`config.mk`:
```
export PLATFORM = sky130hd
export DESIGN_NAME = vital_sign_persistence_alarm_unit
export DESIGN_NICKNAME = d
export VERILOG_FILES = /design/src/rtl/core/vspa_pkg.sv /design/src/rtl/core/vspa_run_track.sv /design/src/rtl/core/vital_sign_persistence_alarm_unit.sv
export VERILOG_INCLUDE_DIRS = /design/src /design/src/rtl/core
export SDC_FILE = /design/constraint.sdc
export NUM_CORES = 1
export LEC_CHECK = 0
export BUFFER_PORTS_ARGS = -buffer_cell sky130_fd_sc_hd__buf_2
export CELL_PAD_IN_SITES_DETAIL_PLACEMENT = 1
export CELL_PAD_IN_SITES_GLOBAL_PLACEMENT = 1
export CORE_MARGIN = 5
export CORE_UTILIZATION = 40
export DETAILED_ROUTE_END_ITERATION = 10
export GPL_ROUTABILITY_DRIVEN = 0
export PLACE_DENSITY_LB_ADDON = 0.12
export SLEW_MARGIN = 10
export SYNTH_ARGS = -nofsm -noshare
export SYNTH_HDL_FRONTEND = slang
export SYNTH_SLANG_ARGS = --single-unit
```
`constraint.sdc`:
```
create_clock -name clk_i -period 12.64 [get_ports clk_i]
set_input_delay 1.264 -clock clk_i [delete_from_list [all_inputs] [get_ports clk_i]]
set_output_delay 1.264 -clock clk_i [all_outputs]
set_load 0.1 [all_outputs]
```
`src/rtl/core/vital_sign_persistence_alarm_unit_assert.svh`:
```
// ----------------------------------------------------------------------------
// Assertion macros for the vital sign persistence alarm unit
// Concurrent assertion wrappers; they compile to nothing under synthesis.
// ----------------------------------------------------------------------------
`ifndef VITAL_SIGN_PERSISTENCE_ALARM_UNIT_ASSERT_SVH
`define VITAL_SIGN_PERSISTENCE_ALARM_UNIT_ASSERT_SVH
`ifndef SYNTHESIS
// Same-cycle implication, disabled while reset is asserted.
`define VSPA_ASSERT_SAME(label, clk, rst_n, ante, cons) \
  label: assert property (@(posedge clk) disable iff (!rst_n) (ante) |-> (cons)) \
    else $error("vspa assertion failed");
// Next-cycle implication, disabled while reset is asserted.
`define VSPA_ASSERT_NEXT(label, clk, rst_n, ante, cons) \
  label: assert property (@(posedge clk) disable iff (!rst_n) (ante) |=> (cons)) \
    else $error("vspa assertion failed");
`else
`define VSPA_ASSERT_SAME(label, clk, rst_n, ante, cons)
`define VSPA_ASSERT_NEXT(label, clk, rst_n, ante, cons)
`endif
`endif

```
`src/rtl/core/vspa_pkg.sv`:
```
// ----------------------------------------------------------------------------
// vspa_pkg
// Shared types, codes and constants of the vital sign persistence alarm unit.
// ----------------------------------------------------------------------------
package vspa_pkg;

  localparam int unsigned SampleW = 12;
  localparam int unsigned ValueW  = 9;
  localparam int unsigned LimitW  = 10;
  localparam int unsigned RunW    = 16;
  localparam int unsigned CfgIdxW = 3;
  localparam int unsigned CfgDatW = 16;

  // ECG scale sample*733/10000 done as a multiply by a rounded-up reciprocal.
  // With a 28-bit shift the error stays far below one step of 1/10000, so the
  // truncated product equals the exact floor for every 12-bit sample.
  localparam int unsigned EcgRecipW = 25;
  localparam logic [EcgRecipW-1:0] EcgRecip = 25'd19676319;
  localparam int unsigned EcgShift = 28;
  localparam int unsigned EcgProdW = SampleW + EcgRecipW;

  // Temperature scale 340 + sample*60/4096.
  localparam int unsigned TempMulW  = 6;
  localparam logic [TempMulW-1:0] TempMul = 6'd60;
  localparam int unsigned TempShift = 12;
  localparam int unsigned TempProdW = SampleW + TempMulW;
  localparam logic [ValueW-1:0] TempBase = 9'd340;

  // Register reset values.
  localparam logic [LimitW-1:0] EcgHighRst  = 10'd285;
  localparam logic [LimitW-1:0] EcgLowRst   = 10'd15;
  localparam logic [LimitW-1:0] TempHighRst = 10'd375;
  localparam logic [LimitW-1:0] TempLowRst  = 10'd350;
  localparam logic [RunW-1:0]   RaiseRst    = 16'd50;
  localparam logic [RunW-1:0]   ClearRst    = 16'd20;

  typedef enum logic [CfgIdxW-1:0] {
    CFG_ECG_HIGH  = 3'd0,
    CFG_ECG_LOW   = 3'd1,
    CFG_TEMP_HIGH = 3'd2,
    CFG_TEMP_LOW  = 3'd3,
    CFG_RAISE_RUN = 3'd4,
    CFG_CLEAR_RUN = 3'd5
  } cfg_reg_e;

  typedef enum logic [1:0] {
    EV_NONE  = 2'd0,
    EV_RAISE = 2'd1,
    EV_CLEAR = 2'd2
  } alarm_event_e;

  typedef enum logic [1:0] {
    RNG_INSIDE = 2'd0,
    RNG_UNDER  = 2'd1,
    RNG_OVER   = 2'd2
  } range_class_e;

  typedef struct packed {
    logic               channel;
    logic [SampleW-1:0] sample;
  } in_item_t;

  typedef struct packed {
    logic              out_channel;
    logic [ValueW-1:0] scaled_value;
    logic [1:0]        alarm_event;
    logic              alarm_level;
  } out_item_t;

  // Update request from the datapath to the run tracker.
  typedef struct packed {
    logic         update;
    logic         channel;
    range_class_e rng_class;
  } run_req_t;

  // Alarm decision returned by the run tracker for the current request.
  typedef struct packed {
    alarm_event_e alarm_ev;
    logic         level;
  } run_rsp_t;

  // Saturating increment of a run counter.
  function automatic logic [RunW-1:0] sat_inc(input logic [RunW-1:0] v);
    return (v == {RunW{1'b1}}) ? v : v + 1'b1;
  endfunction

endpackage

```
`src/rtl/core/vspa_run_track.sv`:
```
// ----------------------------------------------------------------------------
// vspa_run_track
// Per-channel run counters and alarm flags with the raise and clear decision.
// ----------------------------------------------------------------------------
module vspa_run_track (
  input  logic                          clk_i,
  input  logic                          rst_ni,
  input  vspa_pkg::run_req_t            req_i,
  input  logic [vspa_pkg::RunW-1:0]     raise_run_i,
  input  logic [vspa_pkg::RunW-1:0]     clear_run_i,
  output vspa_pkg::run_rsp_t            rsp_o
);

  logic [vspa_pkg::RunW-1:0] under_q  [2];
  logic [vspa_pkg::RunW-1:0] over_q   [2];
  logic [vspa_pkg::RunW-1:0] inside_q [2];
  logic [1:0]                flag_q;

  logic [vspa_pkg::RunW-1:0] under_d;
  logic [vspa_pkg::RunW-1:0] over_d;
  logic [vspa_pkg::RunW-1:0] inside_d;
  logic                      flag_d;
  logic                      raise;
  logic                      clear;

  always_comb begin
    under_d  = '0;
    over_d   = '0;
    inside_d = '0;
    case (req_i.rng_class)
      vspa_pkg::RNG_UNDER: under_d  = vspa_pkg::sat_inc(under_q[req_i.channel]);
      vspa_pkg::RNG_OVER:  over_d   = vspa_pkg::sat_inc(over_q[req_i.channel]);
      default:             inside_d = vspa_pkg::sat_inc(inside_q[req_i.channel]);
    endcase

    clear = (req_i.rng_class == vspa_pkg::RNG_INSIDE) && (inside_d > clear_run_i);
    raise = (over_d > raise_run_i) || (under_d > raise_run_i);

    // A raise always wins; it cannot coincide with a clear anyway.
    if (raise) begin
      flag_d         = 1'b1;
      rsp_o.alarm_ev = vspa_pkg::EV_RAISE;
    end else if (clear) begin
      flag_d         = 1'b0;
      rsp_o.alarm_ev = vspa_pkg::EV_CLEAR;
    end else begin
      flag_d         = flag_q[req_i.channel];
      rsp_o.alarm_ev = vspa_pkg::EV_NONE;
    end
    rsp_o.level = flag_d;
  end

  always_ff @(posedge clk_i or negedge rst_ni) begin
    if (!rst_ni) begin
      under_q  <= '{default: '0};
      over_q   <= '{default: '0};
      inside_q <= '{default: '0};
      flag_q   <= '0;
    end else if (req_i.update) begin
      under_q[req_i.channel]  <= under_d;
      over_q[req_i.channel]   <= over_d;
      inside_q[req_i.channel] <= inside_d;
      flag_q[req_i.channel]   <= flag_d;
    end
  end

endmodule

```
`src/rtl/core/vital_sign_persistence_alarm_unit.sv`:
```
// ----------------------------------------------------------------------------
// vital_sign_persistence_alarm_unit
// Window comparator with a persistence filter for an ECG and a temperature
// channel, raising and clearing a per-channel alarm.
// ----------------------------------------------------------------------------
// Usage: a tagged 12-bit converter word enters on the input channel
// (in_valid_i, in_stall_o, in_item_i). Channel 0 is ECG, channel 1 is
// temperature. Each input word yields exactly one result word on the output
// channel (out_valid_o, out_stall_i, out_item_o) carrying the channel, the
// scaled reading, the alarm event of this sample and the channel's alarm level.
// An accepted word sits in the input register while scaling, window compare
// and run update settle, and the result lands in the result register once
// that register is free. Throughput is one word per cycle while the receiver
// does not stall, and a new word is accepted while an earlier result still
// waits to be taken.
// When the receiver stalls, the result register holds and the input register
// fills; in_stall_o rises only when both are occupied. Thresholds are written
// through the configuration channel (always ready); the user writes them only
// while the unit is idle, which the unit does not enforce. Reset clears all run
// counters and alarm flags and loads the default limits and run thresholds.
// ----------------------------------------------------------------------------
`include "vital_sign_persistence_alarm_unit_assert.svh"

module vital_sign_persistence_alarm_unit (
  input  logic                             clk_i,
  input  logic                             rst_ni,
  // Input channel
  input  logic                             in_valid_i,
  output logic                             in_stall_o,
  input  vspa_pkg::in_item_t               in_item_i,
  // Output channel
  output logic                             out_valid_o,
  input  logic                             out_stall_i,
  output vspa_pkg::out_item_t              out_item_o,
  // Configuration write channel
  input  logic                             cfg_valid_i,
  output logic                             cfg_ready_o,
  input  logic [vspa_pkg::CfgIdxW-1:0]     cfg_index_i,
  input  logic [vspa_pkg::CfgDatW-1:0]     cfg_data_i
);

  // Configuration registers.
  logic [vspa_pkg::LimitW-1:0] ecg_high_q;
  logic [vspa_pkg::LimitW-1:0] ecg_low_q;
  logic [vspa_pkg::LimitW-1:0] temp_high_q;
  logic [vspa_pkg::LimitW-1:0] temp_low_q;
  logic [vspa_pkg::RunW-1:0]   raise_run_q;
  logic [vspa_pkg::RunW-1:0]   clear_run_q;

  // Input register and result register.
  logic                 s1_valid_q, s1_valid_d;
  vspa_pkg::in_item_t   s1_item_q;
  logic                 out_valid_q, out_valid_d;
  vspa_pkg::out_item_t  out_item_q, out_item_d;

  logic in_accept;
  logic out_free;
  logic advance;

  // Datapath signals.
  logic [vspa_pkg::EcgProdW-1:0]  ecg_prod;
  logic [vspa_pkg::TempProdW-1:0] temp_prod;
  logic [vspa_pkg::ValueW-1:0]    ecg_value;
  logic [vspa_pkg::ValueW-1:0]    temp_value;
  logic [vspa_pkg::ValueW-1:0]    value;
  logic [vspa_pkg::LimitW-1:0]    value_ext;
  logic [vspa_pkg::LimitW-1:0]    low_lim;
  logic [vspa_pkg::LimitW-1:0]    high_lim;

  vspa_pkg::run_req_t run_req;
  vspa_pkg::run_rsp_t run_rsp;

  // The configuration port never back-pressures.
  assign cfg_ready_o = 1'b1;

  always_ff @(posedge clk_i or negedge rst_ni) begin
    if (!rst_ni) begin
      ecg_high_q  <= vspa_pkg::EcgHighRst;
      ecg_low_q   <= vspa_pkg::EcgLowRst;
      temp_high_q <= vspa_pkg::TempHighRst;
      temp_low_q  <= vspa_pkg::TempLowRst;
      raise_run_q <= vspa_pkg::RaiseRst;
      clear_run_q <= vspa_pkg::ClearRst;
    end else if (cfg_valid_i) begin
      // Upper data bits beyond a limit's width are dropped; unknown indexes
      // write nothing.
      unique case (vspa_pkg::cfg_reg_e'(cfg_index_i))
        vspa_pkg::CFG_ECG_HIGH:  ecg_high_q  <= cfg_data_i[vspa_pkg::LimitW-1:0];
        vspa_pkg::CFG_ECG_LOW:   ecg_low_q   <= cfg_data_i[vspa_pkg::LimitW-1:0];
        vspa_pkg::CFG_TEMP_HIGH: temp_high_q <= cfg_data_i[vspa_pkg::LimitW-1:0];
        vspa_pkg::CFG_TEMP_LOW:  temp_low_q  <= cfg_data_i[vspa_pkg::LimitW-1:0];
        vspa_pkg::CFG_RAISE_RUN: raise_run_q <= cfg_data_i[vspa_pkg::RunW-1:0];
        vspa_pkg::CFG_CLEAR_RUN: clear_run_q <= cfg_data_i[vspa_pkg::RunW-1:0];
        default: ;
      endcase
    end
  end

  // Handshake. The result register is free when empty or being taken this
  // cycle; the input register moves forward whenever the result register is
  // free, so the input side stalls only when both stages hold a word.
  assign out_free   = !out_valid_q || !out_stall_i;
  assign advance    = s1_valid_q && out_free;
  assign in_stall_o = s1_valid_q && !out_free;
  assign in_accept  = in_valid_i && !in_stall_o;

  always_comb begin
    s1_valid_d = s1_valid_q;
    if (in_accept) begin
      s1_valid_d = 1'b1;
    end else if (advance) begin
      s1_valid_d = 1'b0;
    end

    out_valid_d = out_valid_q;
    if (advance) begin
      out_valid_d = 1'b1;
    end else if (!out_stall_i) begin
      out_valid_d = 1'b0;
    end
  end

  // Scaling. ECG uses a reciprocal multiply that is exact for all 12-bit
  // samples; temperature is a multiply by 60, a shift by 12 and an offset of 340.
  assign ecg_prod  = vspa_pkg::EcgProdW'(s1_item_q.sample) *
                     vspa_pkg::EcgProdW'(vspa_pkg::EcgRecip);
  assign ecg_value = ecg_prod[vspa_pkg::EcgShift +: vspa_pkg::ValueW];

  assign temp_prod  = vspa_pkg::TempProdW'(s1_item_q.sample) *
                      vspa_pkg::TempProdW'(vspa_pkg::TempMul);
  assign temp_value = vspa_pkg::TempBase +
                      vspa_pkg::ValueW'(temp_prod[vspa_pkg::TempProdW-1:vspa_pkg::TempShift]);

  // Window compare against the limits of the sample's channel. The low test
  // is taken first, so a crossed window reads as under range.
  always_comb begin
    if (s1_item_q.channel) begin
      value    = temp_value;
      low_lim  = temp_low_q;
      high_lim = temp_high_q;
    end else begin
      value    = ecg_value;
      low_lim  = ecg_low_q;
      high_lim = ecg_high_q;
    end
    value_ext = vspa_pkg::LimitW'(value);

    run_req.update  = advance;
    run_req.channel = s1_item_q.channel;
    if (value_ext < low_lim) begin
      run_req.rng_class = vspa_pkg::RNG_UNDER;
    end else if (value_ext > high_lim) begin
      run_req.rng_class = vspa_pkg::RNG_OVER;
    end else begin
      run_req.rng_class = vspa_pkg::RNG_INSIDE;
    end
  end

  vspa_run_track u_run_track (
    .clk_i       (clk_i),
    .rst_ni      (rst_ni),
    .req_i       (run_req),
    .raise_run_i (raise_run_q),
    .clear_run_i (clear_run_q),
    .rsp_o       (run_rsp)
  );

  always_comb begin
    out_item_d.out_channel  = s1_item_q.channel;
    out_item_d.scaled_value = value;
    out_item_d.alarm_event  = run_rsp.alarm_ev;
    out_item_d.alarm_level  = run_rsp.level;
  end

  always_ff @(posedge clk_i or negedge rst_ni) begin
    if (!rst_ni) begin
      s1_valid_q  <= 1'b0;
      out_valid_q <= 1'b0;
    end else begin
      s1_valid_q  <= s1_valid_d;
      out_valid_q <= out_valid_d;
    end
  end

  // Payload registers carry no reset.
  always_ff @(posedge clk_i) begin
    if (in_accept) begin
      s1_item_q <= in_item_i;
    end
    if (advance) begin
      out_item_q <= out_item_d;
    end
  end

  assign out_valid_o = out_valid_q;
  assign out_item_o  = out_item_q;

  // A word leaving the input register shows up as a result next cycle.
  `VSPA_ASSERT_NEXT(a_advance_to_out, clk_i, rst_ni, advance, out_valid_o)
  // An accepted input word occupies the input register next cycle.
  `VSPA_ASSERT_NEXT(a_accept_fills_s1, clk_i, rst_ni, in_accept, s1_valid_q)
  // A raise event always reports the alarm as active.
  `VSPA_ASSERT_SAME(a_raise_level, clk_i, rst_ni,
    out_valid_o && (out_item_o.alarm_event == vspa_pkg::EV_RAISE),
    out_item_o.alarm_level)
  // A clear event always reports the alarm as inactive.
  `VSPA_ASSERT_SAME(a_clear_level, clk_i, rst_ni,
    out_valid_o && (out_item_o.alarm_event == vspa_pkg::EV_CLEAR),
    !out_item_o.alarm_level)

endmodule
```
Word-level counts from Yosys, hierarchy flattened. Index checks and enable logic that the tools add are counted.

Flip-flop bits (word level): 198. Input bits: 37. Logic and storage cells: 107.

Add/sub/neg operators: 4. $mul: 2. Order comparisons: 9. Equal/unequal tests: 11. Muxes and demuxes: 37. Bitwise gates (word level): 1. Reduce and logical (&&, ||, !) cells: 22.

Operators by type and width (number): 16-bit two-way mux (16); 32-bit bitwise mux (3); 16-bit by 1-bit adder with 16-bit output, second input constant (3); 16-bit == test, second input constant (3); 16-bit greater-than comparator (3); 12-bit by 25-bit multiplier with 37-bit output, second input constant (1); 10-bit two-way mux (2); 16-bit demux with 1-bit select (1); 12-bit by 4-bit multiplier with 16-bit output, second input constant (1); 2-bit AND reduction (6); 9-bit by 10-bit greater-than comparator with 1-bit output (1); 9-bit by 10-bit < comparator with 1-bit output (1); 9-bit by 6-bit adder with 9-bit output, first input constant (1); 1-bit two-way mux (9); 9-bit two-way mux (1); 3-bit by 2-bit == test with 1-bit output, second input constant (2); 3-bit == test, second input constant (2); 1-bit logical AND (6); 2-bit two-way mux (3); 1-bit logical NOT (4); 3-bit by 1-bit == test with 1-bit output, second input constant (1); 3-bit logical NOT (1); 2-bit bitwise mux (1); 2-bit by 1-bit == test with 1-bit output, second input constant (1); 12 further kinds (13).

Longest topological paths before layout.
Depth in word-level cells: 14. Gate-level depth with buffers: 39. Mapped depth without buffers: 38.

By module. From an unflattened synthesis, not the netlist that was laid out.

Cells, all modules: 1709. Area total of the unflattened synthesis: 17172.7 sq um.

By module, submodules not included: vital_sign_persistence_alarm_unit (instances 1, cells an instance 780, area an instance 9350.2 sq um, sequential area each 2666.3 sq um); vspa_run_track (instances 1, cells an instance 929, area an instance 7822.5 sq um, sequential area each 2452.4 sq um).

Worst setup path after synthesis. No wires, ideal clock.

Path type: register to register. From: register s1_item_q[9] (netlist bit). To: register out_item_q, in the netlist out_item_o[0], data pin. Setup time: 267 ps. Arrival: 8815 ps. Path slack: 3558 ps. Cell stages (with the launch flop): 40. Cells stage by stage: edfxtp_1 > fa_1 > inv_1 > fa_1 > inv_1 > fa_1 > inv_1 > fa_1 > fa_1 > inv_1 > ha_1 > a21oi_1 > o21ai_0 > a22oi_1 > a21oi_1 > nor3_1 > o21bai_1 > o31ai_2 > [4 not listed] > nor4_1 > nand2_1 > a31oi_1 > and3_1 > o21ai_2 > buf_2 > buf_2 > nor2_1 > ha_1 > nor2b_1 > o21a_1 > o21a_1 > o21a_1 > o211ai_1 > a21o_1 > nand4_1 > nor4_2 > nor2_1.

RTL lines: start: declaration (RTL line vital_sign_persistence_alarm_unit.sv:52) `vspa_pkg::in_item_t s1_item_q;`; start signal: assignment (RTL line vital_sign_persistence_alarm_unit.sv:188) `s1_item_q <= in_item_i;`; end signal: assignment (RTL line vital_sign_persistence_alarm_unit.sv:191) `out_item_q <= out_item_d;`; end: declaration (RTL line vital_sign_persistence_alarm_unit.sv:54) `vspa_pkg::out_item_t out_item_q, out_item_d;`.

==> qor.txt <==
status - finished, final reports clean
Filler cells - 4560
peak per-stage delay on the critical path - 660 ps
ant diodes - 0
row cnt - 74
Synth area leader - dfrtp_1
top cells by area, synth - dfrtp_1 22%, ha_1 15%, fa_1 12%, mux2_2 5.6%, edfxtp_1 4.8%
first-pass GRT wire length - 71200 um
Yosys Warn Count - 0
CP bufs+invs - 4
final-report hold violation count - 0
worst hold path startpoint - u_run_track.under_q[24]$_DFFE_PN0P_
Placeable Area - 0.0406 mm2
Chip Height - 212 um
Max rail drop VDD - 111 uV
DP Wirelength - 33400 um
Least-Margin Pin Slew - 945 ps
Synth Instances - 1630
Starting Density - 40.3%
Root Driver - clkbuf_16
nets - 1995
DRC - 0
Fmax achieved - 95.0 MHz
commonest cells in the netlist - 202 x inv_1, 201 x ha_1, 154 x nand2_1
critical path type - reg2reg
Synth Area per Inst - 10.0 um2
hold path depth - 1
Syn Nets - 1967
die area - 0.0451 mm2
CP endpoint kind - register
Tcrit/Tclk final - 83.3%
Worst path top cell family by delay - adder cells
overall routed net length - 43700 um
I/O pin total - 53
post-layout min period - 10530 ps
vias in the first global route - 12900
Port Buf Inserts - 51
Antenna Violating Nets Remaining - 0
cts bufs inserted - 17
crit-path most repeated cell - fa_1
post-synthesis sequential area ratio - 31.3%
CP max-delay cell - edfxtp_1
routed via count - 11800
CP Depth - 36
largest net degree at the start of global routing - 130
DP Worst Slack - 2130 ps
CP required - 12870 ps
Vias/cell - 5.34
share of cells above drive strength 1 - 14.7%
H-Tree Depth - 4
setup TNS - 0 ps
Max Root-Sink Buffers - 2
power per standard cell area - 163 mW/mm2
R2R Path End - out_item_o[0]$_DFFE_PP_
Total GRT Usage - 20.3%
Post-CTS Resized - 0
RSZ-0062 raised after global routing - no
Overflow after GRT - 0
final setup fails - 0
R2R depth - 36
hold worst-path end - u_run_track.under_q[24]$_DFFE_PN0P_
MaxCap Viol Count - 0
multi-input logic area - 0.0102 mm2
Hold Buf Count CTS - 0
post-synth top area share - 22.2%
Post-synth ARST share - 86.9%
clock sink count - 198
storage element area - 0.00512 mm2
initial antenna violation count - 0
Die X - 212 um
Worst Hold Class - reg2reg
1st-pass router iterations - 4
Cell variety after synth - 84
Final Skew - 18.8 ps
CP max FO - 16
R2R Path Start - s1_item_q[9]$_DFFE_PP_
CP Launch Type - register
setup ws final - 2110 ps
slew margin rel. - 36.7%
leak pwr - 8.36 nW
drt wl/cell - 19.8 um
R2R setup slack - 2110 ps
Post-CTS Setup Inserts - 0
area grow syn2layout - 8.67%
EDFF count, synth - 26
cell area after synthesis - 0.0164 mm2
top-count cell post-synth - inv_1
Slew Limit Fails - 0
CTS tree - yes
main flop type after synthesis - dfrtp_1
Worst Path Arrival - 10750 ps
Clk Latency, worst-skew pair - 490 ps
DR iter-0 viols - 490
CTS clk-pin slew, worst paths - 80 ps
#FFs+latches synth - 198
-- kinds of logic after synthesis --
group           after synthesis  share of synthesized area (%)
other cells                   1                         0.0229
fa+ha+maj                   300                           27.5
xor+xnor                     45                           2.41
compound gates              299                           11.6
flops                       198                           31.3
simple gates                394                           11.9
mux                         131                           8.97
buf+inv                     262                           6.36
-- flip-flops by register name, summed over array words and instances (netlist names) --
signal / cells
u_run_track.flag_q: 2
ecg_high_q: 10
out_valid_o: 1
u_run_track.over_q: 32
out_item_d: 1
clear_run_q: 16
temp_low_q: 10
ecg_low_q: 10
u_run_track.under_q: 32
u_run_track.inside_q: 32
s1_item_q: 12
out_item_o: 13
temp_high_q: 10
s1_valid_q: 1
raise_run_q: 16
-- cell usage in the layout, fill, tap and decap left out, types with 50 or more instances in the layout --
cell / count
nor2_1: 64
mux2_2: 81
inv_1: 202
ha_1: 201
a21oi_1: 87
o21ai_0: 68
nand2_1: 152
fa_1: 99
buf_2: 50
dfrtp_1: 145
-- routing by layer --
| layer | track usage [%] | routed length (um) | vias to the layer above |
|---|---|---|---|
| met5 | 0 | 0 | - |
| met4 | 5.34 | 771 | 0 |
| met3 | 3.14 | 902 | 47 |
| met2 | 33.9 | 20800 | 96 |
| met1 | 27.8 | 21200 | 5953 |
| li1 | - | - | 5676 |
-- where the power goes --
group / switching [mW] / internal [mW] / total [mW]
Clock: 0.282 / 0.293 / 0.574
Combinational: 0.935 / 0.580 / 1.51
Sequential: 0.0505 / 0.752 / 0.802
-- worst max path at each step --
stage,endpoint,slack [ps],startpoint
global placement,out_item_o[0]$_DFFE_PP_,2560,s1_item_q[9]$_DFFE_PP_
floorplan,out_item_o[0]$_DFFE_PP_,3560,s1_item_q[9]$_DFFE_PP_
detailed placement,out_item_o[0]$_DFFE_PP_,2130,s1_item_q[9]$_DFFE_PP_
CTS,out_item_o[0]$_DFFE_PP_,2070,s1_item_q[9]$_DFFE_PP_
global route,out_item_o[0]$_DFFE_PP_,1390,s1_item_q[9]$_DFFE_PP_
finish,out_item_o[0]$_DFFE_PP_,2110,s1_item_q[9]$_DFFE_PP_
-- stage by stage --
step	utilization (%)	std cells	hold slack [ps]	power [mW]	instance area (um2)
2_1_floorplan	-	1630	433	1.91	16400
3_5_place_dp	42.3	2171	456	2.35	17200
5_1_grt	43.8	2203	484	3.16	17800
3_3_place_gp	42.3	2171	447	2.28	17200
4_1_cts	43.8	2203	466	2.94	17800
6_report	43.8	2203	463	2.89	17800
-- final cells by class --
class / count / area share, %
Clock buffer: 21 / 2.83
Clock inverter: 11 / 0.556
Inverter: 204 / 4.30
Multi-Input combinational cell: 1170 / 57.6
Sequential cell: 198 / 28.8
Tap cell: 532 / 3.74
Timing Repair Buffer: 67 / 2.22
Note: power is estimated with default switching activity, not from simulation.
